[src/rtl/hse_pkg.sv]
// Package for the heap sort engine: data width and default capacity.
// No dependencies; used by hse_ram and heap_sort_engine.
`default_nettype none

package hse_pkg;

   localparam int DATA_W    = 32;
   localparam int DEPTH_DEF = 64;

endpackage

`default_nettype wire

[src/rtl/hse_ram.sv]
// Generic single-write, single-read RAM with registered read data.
// Depends on hse_pkg for default parameter values.
`default_nettype none

module hse_ram #(
   parameter int WIDTH = hse_pkg::DATA_W,
   parameter int DEPTH = hse_pkg::DEPTH_DEF,
   parameter int AW    = (DEPTH > 1) ? $clog2(DEPTH) : 1
) (
   input  wire logic             clock,
   input  wire logic             wr_en,
   input  wire logic [AW-1:0]    wr_addr,
   input  wire logic [WIDTH-1:0] wr_data,
   input  wire logic [AW-1:0]    rd_addr,
   output logic      [WIDTH-1:0] rd_data
);

   logic [WIDTH-1:0] mem_ff [DEPTH];
   logic [WIDTH-1:0] rd_data_ff;

   always_ff @(posedge clock) begin
      if (wr_en) begin
         mem_ff[wr_addr] <= wr_data;
      end
      rd_data_ff <= mem_ff[rd_addr];
   end

   assign rd_data = rd_data_ff;

endmodule

`default_nettype wire

[src/rtl/heap_sort_engine.sv]
// Heap sort engine top level: load sequencer, sift-down unit and result register.
// Depends on hse_pkg and hse_ram.
`default_nettype none

// Values arrive one item per cycle while req_stall is low and are written in
// arrival order into a DEPTH-entry store; an item with end_of_set high closes
// the set. Items beyond DEPTH are dropped and every result of that set then
// has rsp_overflowed set. The block then builds a max-heap in place and
// extracts the root repeatedly, all with one sift-down unit and a single
// read port whose data is registered. Each sift-down level reads the right
// child, reads the left child, then compares and writes back. Building the
// heap fetches each parent, last first, and sifts it down; each extraction
// reads the root and the last element, moves the old root to the end and
// sifts the old last element down from the root. Results then leave in
// ascending order, each held until taken before the next is fetched, with
// rsp_final_result on the largest. req_stall is high from the closing item
// until the last result has been taken.
module heap_sort_engine #(
   parameter int DEPTH = hse_pkg::DEPTH_DEF
) (
   input  wire logic                              clock,
   input  wire logic                              reset,
   input  wire logic                              req_valid,
   output logic                                   req_stall,
   input  wire logic signed [hse_pkg::DATA_W-1:0] req_value,
   input  wire logic                              req_end_of_set,
   output logic                                   rsp_valid,
   input  wire logic                              rsp_stall,
   output logic signed      [hse_pkg::DATA_W-1:0] rsp_sorted_value,
   output logic                                   rsp_final_result,
   output logic                                   rsp_overflowed
);

   localparam int DW    = hse_pkg::DATA_W;
   localparam int AW    = $clog2(DEPTH);
   localparam int CNT_W = $clog2(DEPTH + 1);
   localparam int CW    = AW + 2;   // child index, up to 2*DEPTH

   typedef enum logic [3:0] {
      S_LOAD,
      S_BNEXT,
      S_FETCH,
      S_LATCH,
      S_RDR,
      S_RDL,
      S_DEC,
      S_XNEXT,
      S_XRD0,
      S_XRDE,
      S_XSWP,
      S_ERD,
      S_ELD,
      S_EWAIT
   } state_type;

   state_type              state_ff, state_in;
   logic [CNT_W-1:0]       count_ff, count_in;   // elements in current set
   logic                   ovf_ff, ovf_in;
   logic [CNT_W-1:0]       loop_ff, loop_in;     // build / extract counter
   logic [CNT_W-1:0]       size_ff, size_in;     // current heap size
   logic [AW-1:0]          node_ff, node_in;     // hole position
   logic                   extract_ff, extract_in;
   logic [AW-1:0]          k_ff, k_in;           // emit index
   logic signed [DW-1:0]   sift_ff, sift_in;     // value being sifted
   logic signed [DW-1:0]   big_ff, big_in;       // largest seen this level
   logic                   pick_r_ff, pick_r_in;
   logic signed [DW-1:0]   hold_ff, hold_in;     // old root during swap
   logic                   rsp_valid_ff, rsp_valid_in;
   logic signed [DW-1:0]   rsp_value_ff, rsp_value_in;
   logic                   rsp_final_ff, rsp_final_in;
   logic                   rsp_ovf_ff, rsp_ovf_in;

   logic                   wr_en;
   logic [AW-1:0]          wr_addr;
   logic [DW-1:0]          wr_data;
   logic [AW-1:0]          rd_addr;
   logic [DW-1:0]          rd_raw;
   logic signed [DW-1:0]   rd_data;

   logic [CW-1:0]          left_idx;
   logic [CW-1:0]          right_idx;
   logic [CW-1:0]          size_ext;
   logic                   left_ok;
   logic                   right_ok;
   logic                   left_wins;
   logic                   right_wins;

   hse_ram #(
      .WIDTH (DW),
      .DEPTH (DEPTH),
      .AW    (AW)
   ) u_store (
      .clock   (clock),
      .wr_en   (wr_en),
      .wr_addr (wr_addr),
      .wr_data (wr_data),
      .rd_addr (rd_addr),
      .rd_data (rd_raw)
   );

   assign rd_data    = $signed(rd_raw);
   assign left_idx   = {1'b0, node_ff, 1'b1};
   assign right_idx  = left_idx + CW'(1);
   assign size_ext   = CW'(size_ff);
   assign left_ok    = left_idx < size_ext;
   assign right_ok   = right_idx < size_ext;
   // strict greater-than only: a child equal to the sifted value never moves; between equal children the right one wins
   assign right_wins = right_ok && (rd_data > sift_ff);
   assign left_wins  = left_ok && (rd_data > big_ff);

   assign req_stall        = (state_ff != S_LOAD);
   assign rsp_valid        = rsp_valid_ff;
   assign rsp_sorted_value = rsp_value_ff;
   assign rsp_final_result = rsp_final_ff;
   assign rsp_overflowed   = rsp_ovf_ff;

   always_comb begin
      state_in     = state_ff;
      count_in     = count_ff;
      ovf_in       = ovf_ff;
      loop_in      = loop_ff;
      size_in      = size_ff;
      node_in      = node_ff;
      extract_in   = extract_ff;
      k_in         = k_ff;
      sift_in      = sift_ff;
      big_in       = big_ff;
      pick_r_in    = pick_r_ff;
      hold_in      = hold_ff;
      rsp_valid_in = rsp_valid_ff;
      rsp_value_in = rsp_value_ff;
      rsp_final_in = rsp_final_ff;
      rsp_ovf_in   = rsp_ovf_ff;
      wr_en        = 1'b0;
      wr_addr      = node_ff;
      wr_data      = sift_ff;
      rd_addr      = node_ff;

      case (state_ff)
         S_LOAD: begin
            // store the item, or drop it once the store is full
            if (req_valid) begin
               if (count_ff < CNT_W'(DEPTH)) begin
                  wr_en    = 1'b1;
                  wr_addr  = AW'(count_ff);
                  wr_data  = req_value;
                  count_in = count_ff + CNT_W'(1);
               end else begin
                  ovf_in = 1'b1;
               end
               if (req_end_of_set) begin
                  // count_in is the final set size here
                  loop_in    = count_in >> 1;
                  extract_in = 1'b0;
                  state_in   = S_BNEXT;
               end
            end
         end

         S_BNEXT: begin
            // heapify: sift each parent, last parent first
            if (loop_ff == '0) begin
               loop_in    = count_ff;
               extract_in = 1'b1;
               state_in   = S_XNEXT;
            end else begin
               node_in  = AW'(loop_ff - CNT_W'(1));
               loop_in  = loop_ff - CNT_W'(1);
               size_in  = count_ff;
               state_in = S_FETCH;
            end
         end

         S_FETCH: begin
            rd_addr  = node_ff;
            state_in = S_LATCH;
         end

         S_LATCH: begin
            sift_in  = rd_data;
            rd_addr  = right_idx[AW-1:0];
            state_in = S_RDL;
         end

         S_RDR: begin
            rd_addr  = right_idx[AW-1:0];
            state_in = S_RDL;
         end

         S_RDL: begin
            // right child data is back; test it against the sifted value
            pick_r_in = right_wins;
            big_in    = right_wins ? rd_data : sift_ff;
            rd_addr   = left_idx[AW-1:0];
            state_in  = S_DEC;
         end

         S_DEC: begin
            wr_en = 1'b1;
            if (left_wins || pick_r_ff) begin
               // pull the larger child up into the hole and descend
               wr_data  = left_wins ? rd_data : big_ff;
               node_in  = left_wins ? left_idx[AW-1:0] : right_idx[AW-1:0];
               state_in = S_RDR;
            end else begin
               // drop the sifted value into place
               wr_data  = sift_ff;
               state_in = extract_ff ? S_XNEXT : S_BNEXT;
            end
         end

         S_XNEXT: begin
            if (loop_ff <= CNT_W'(1)) begin
               k_in     = '0;
               state_in = S_ERD;
            end else begin
               size_in  = loop_ff - CNT_W'(1);
               loop_in  = loop_ff - CNT_W'(1);
               state_in = S_XRD0;
            end
         end

         S_XRD0: begin
            rd_addr  = '0;
            state_in = S_XRDE;
         end

         S_XRDE: begin
            hold_in  = rd_data;
            rd_addr  = AW'(size_ff);
            state_in = S_XSWP;
         end

         S_XSWP: begin
            // move old root to the end; sift the old end value from the root
            wr_en    = 1'b1;
            wr_addr  = AW'(size_ff);
            wr_data  = hold_ff;
            sift_in  = rd_data;
            node_in  = '0;
            state_in = S_RDR;
         end

         S_ERD: begin
            rd_addr  = k_ff;
            state_in = S_ELD;
         end

         S_ELD: begin
            rsp_valid_in = 1'b1;
            rsp_value_in = rd_data;
            rsp_final_in = (CNT_W'(k_ff) + CNT_W'(1)) == count_ff;
            rsp_ovf_in   = ovf_ff;
            state_in     = S_EWAIT;
         end

         S_EWAIT: begin
            // hold the result until taken, then fetch the next one
            if (!rsp_stall) begin
               rsp_valid_in = 1'b0;
               if (rsp_final_ff) begin
                  count_in = '0;
                  ovf_in   = 1'b0;
                  state_in = S_LOAD;
               end else begin
                  k_in     = k_ff + AW'(1);
                  rd_addr  = k_ff + AW'(1);
                  state_in = S_ELD;
               end
            end
         end

         default: begin
            state_in = S_LOAD;
         end
      endcase
   end

   always_ff @(posedge clock) begin
      if (reset) begin
         state_ff     <= S_LOAD;
         count_ff     <= '0;
         ovf_ff       <= 1'b0;
         extract_ff   <= 1'b0;
         rsp_valid_ff <= 1'b0;
      end else begin
         state_ff     <= state_in;
         count_ff     <= count_in;
         ovf_ff       <= ovf_in;
         extract_ff   <= extract_in;
         rsp_valid_ff <= rsp_valid_in;
      end
      loop_ff      <= loop_in;
      size_ff      <= size_in;
      node_ff      <= node_in;
      k_ff         <= k_in;
      sift_ff      <= sift_in;
      big_ff       <= big_in;
      pick_r_ff    <= pick_r_in;
      hold_ff      <= hold_in;
      rsp_value_ff <= rsp_value_in;
      rsp_final_ff <= rsp_final_in;
      rsp_ovf_ff   <= rsp_ovf_in;
   end

endmodule

`default_nettype wire
[config.mk]
export PLATFORM = sky130hd
export DESIGN_NAME = heap_sort_engine
export DESIGN_NICKNAME = d
export VERILOG_FILES = /design/src/rtl/hse_pkg.sv /design/src/rtl/hse_ram.sv /design/src/rtl/heap_sort_engine.sv
export SDC_FILE = /design/constraint.sdc
export NUM_CORES = 2
export LEC_CHECK = 0
export BUFFER_PORTS_ARGS = -buffer_cell sky130_fd_sc_hd__buf_4
export CAP_MARGIN = 40
export CELL_PAD_IN_SITES_DETAIL_PLACEMENT = 0
export CELL_PAD_IN_SITES_GLOBAL_PLACEMENT = 1
export CORE_MARGIN = 5
export CORE_UTILIZATION = 50
export DETAILED_ROUTE_END_ITERATION = 10
export PLACE_DENSITY = 0.71
export REMOVE_ABC_BUFFERS = 1
export SETUP_SLACK_MARGIN = 0.2
export SYNTH_ARGS = -nofsm -noshare
export SYNTH_HDL_FRONTEND = slang
export SYNTH_SLANG_ARGS = --single-unit
[constraint.sdc]
create_clock -name clock -period 16.53 [get_ports clock]
set_input_delay 2.4795 -clock clock [delete_from_list [all_inputs] [get_ports clock]]
set_output_delay 2.4795 -clock clock [all_outputs]
set_load 0.01 [all_outputs]
==> summary.txt <==
Outcome
  – Status: finished clean

Clock tree
  – CTS root buffer: clkbuf_16
  – TritonCTS buffer count: 225
  – Cts hold-fix bufs: 0
  – Level count of the clock H-tree: 4
  – Post-CTS Setup Inserts: 0
  – CTS max path bufs: 3
  – Resize count post-CTS: 0
  – Clock Latency Late Sink: 0.87 ns
  – Clk slew on worst S/H paths: 0.06 ns
  – CTS tree: yes
  – Clock Sink Count: 2251

STA
  – Final setup viols: 0
  – Relative slew margins: 31.5%
  – Post-route minimum period: 7.04 ns
  – F_max: 142 MHz
  – Period utilization: 42.6%
  – RSZ-0062 raised after global routing: false
  – Final Hold Fails: 0
  – Worst slew pin tran: 1.03 ns
  – Worst setup margin: 9.49 ns
  – Max-slew violations: 0
  – Clock skew: 0.0373 ns

Power and ir drop
  – Design Power: 15.0 mW
  – Pwr per Cell Area: 145 nW/um^2
  – Maximum vdd drop: 101 uV
  – Lkg Pwr: 34.0 nW

Synthesis
  – Ys async rst share: 0%
  – Register area share after synthesis: 72.9%
  – Flops & latches, synth: 2251
  – Distinct cells, synth: 83
  – Mapped Area: 92100 um^2
  – Most used DFF post-synth: edfxtp_1
  – Yosys warns: 0
  – Mapped Cells: 6339
  – Syn avg cell area: 14.5 um^2
  – Post-synth EDFFs: 2205

Worst setup path
  – Critical path peak fanout: 79
  – Crit-path slowest cell: buf_4
  – CP peak stage delay: 0.82 ns
  – Crit path required time: 17.24 ns
  – Critical path, cell by cell: buf_4 -> nor4b_2 -> o21ai_1 -> a21boi_4 -> a221oi_4 -> buf_4 -> buf_4 -> buf_4 -> buf_4 -> a31oi_1 -> a22o_1 -> a221oi_1 -> o221ai_1
  – Startpoint type of the worst setup path: input port
  – Critical path data arrival time: 7.75 ns
  – WS Path Type: input port to flip-flop
  – CP Capture Type: flip-flop
  – Most used cell, CP: buf_4

Global routing
  – Total Routing Usage GR: 27.2%
  – Vias in the first global route: 53270
  – First-pass GRT wire length: 380000 um
  – Grt ovf: 0
  – Pin count of the biggest net entering global routing: 180
  – Initial antenna violation count: 18

Flow run
  – Total of max-cap violations: 0

Detailed routing
  – DRT antenna net count: 0
  – Wire length per cell: 29.4 um
  – Initial DRC count: 6350
  – Routed vias/inst: 6.20
  – Total wire length: 266000 um
  – DR pass1 iterations: 6
  – Via count: 56248
  – Residual DRC count: 0

Placement
  – Post-DP HPWL: 144000 um
  – Port bufs: 72
  – Post-place setup slack: 8.73 ns
  – Gpl congestion: 0.839

Final layout
  – Layout cell share with drive strength beyond 1: 12.6%
  – Area Overhead vs Synth: 12.2%
  – Commonest cells after routing, fill and taps aside: edfxtp_1, nand2_1, a211oi_1
  – Most common cell after layout, fill and taps aside: edfxtp_1
  – Final core occ: 56.5%
  – Nets: 6530

Floorplanning
  – Core area: 183000 um^2
  – Die Wd: 439 um
  – # IOs: 73
  – Die Span Y: 439 um
  – Die area: 193000 um^2
  – Initial Util: 50.3%
  – Rows: 157

Hold path
  – Min-Delay Path Class: flip-flop to flip-flop
stage by stage:
step                setup TNS (ns)  instances  hold slack [ns]  instance area (um^2)
floorplan                 -1663.81       5903            0.408                 90000
global placement                 0       8631            0.418                 96100
detailed placement               0       8648            0.422                 96300
CTS                              0       9063            0.437                103000
global route                     0       9064            0.451                103000
finish                           0       9072            0.436                103000
flip-flops by register name (all words and copies together), names as in the netlist:
name and cells:
u_store.mem_ff 2048, big_ff 32, hold_ff 32, rsp_sorted_value 32, sift_ff 32, u_store.rd_data 32, count_ff 7, loop_ff 7
size_ff 7, k_ff 6, node_ff 6, state_ff 4, extract_ff 1, ovf_ff 1, pick_r_ff 1, rsp_final_result 1
rsp_overflowed 1, rsp_valid 1
final cells by class:
type,count,area [um^2]
tap,2464,3080
fill,14458,79700
inverter,84,315
sequential,2251,67100
clock inverter,136,1190
multi-input combinational,3568,23500
antenna,8,20.0
timing repair buffer,282,2290
clock buffer,279,5870
worst max-delay path: cells and delay by family:
| kind | cells | cell delay, ns |
|---|---|---|
| AO/OA/AOI/OAI | 7 | 1.78 |
| AND/OR/NAND/NOR | 1 | 0.24 |
| buffers and inverters | 5 | 3.12 |
report_power, final:
group	leakage, nW	internal, mW	switching [mW]
combinational	10.3	0.854	2.26
sequential	20.3	6.82	0.179
clock	3.43	2.75	2.16
Yosys cell counts, types with 72 or more instances:
library cell / number / area (um^2)
ha_1: 81 / 1010
and2_0: 72 / 450
a31oi_1: 387 / 2420
a22oi_1: 150 / 1130
clkbuf_1: 230 / 863
buf_2: 121 / 606
mux2i_1: 144 / 1440
edfxtp_1: 2205 / 66200
mux2_2: 94 / 1060
and2_1: 367 / 2300
a211oi_1: 440 / 3300
nor2_1: 126 / 473
inv_1: 83 / 312
and3_1: 75 / 469
nand2_1: 1038 / 3900
cell families after synthesis:
group / count (synthesis) / share of synthesized area [%]
multiplexers: 248 / 2.96
AO/OA/AOI/OAI: 1400 / 11.1
XOR/XNOR: 28 / 0.287
buffers and inverters: 520 / 2.57
adder cells (fa/ha/maj): 81 / 1.10
AND/OR/NAND/NOR: 1811 / 9.13
flip-flops: 2251 / 72.9
final timing paths:
| kind | startpoint | slack (ns) | depth (start not counted) | endpoint |
|---|---|---|---|---|
| worst max register to register | state_ff[2] | 10.55 | 13 | u_store.rd_data[19] |
| worst min-delay path | ovf_ff | 0.44 | 0 | rsp_overflowed |
| worst max-delay path | rsp_stall | 9.49 | 13 | u_store.rd_data[19] |
| worst min register to register | ovf_ff | 0.44 | 0 | rsp_overflowed |
routing by layer:
layer	track usage, %	up-vias	part of all wire, %
met4	9.96	4	3.8
met5	0	-	0.012
met1	38.2	28786	42
met2	43.5	2363	47
met3	3.94	421	7.5
li1	-	24674	-
Note: power is estimated with default switching activity, not from simulation.
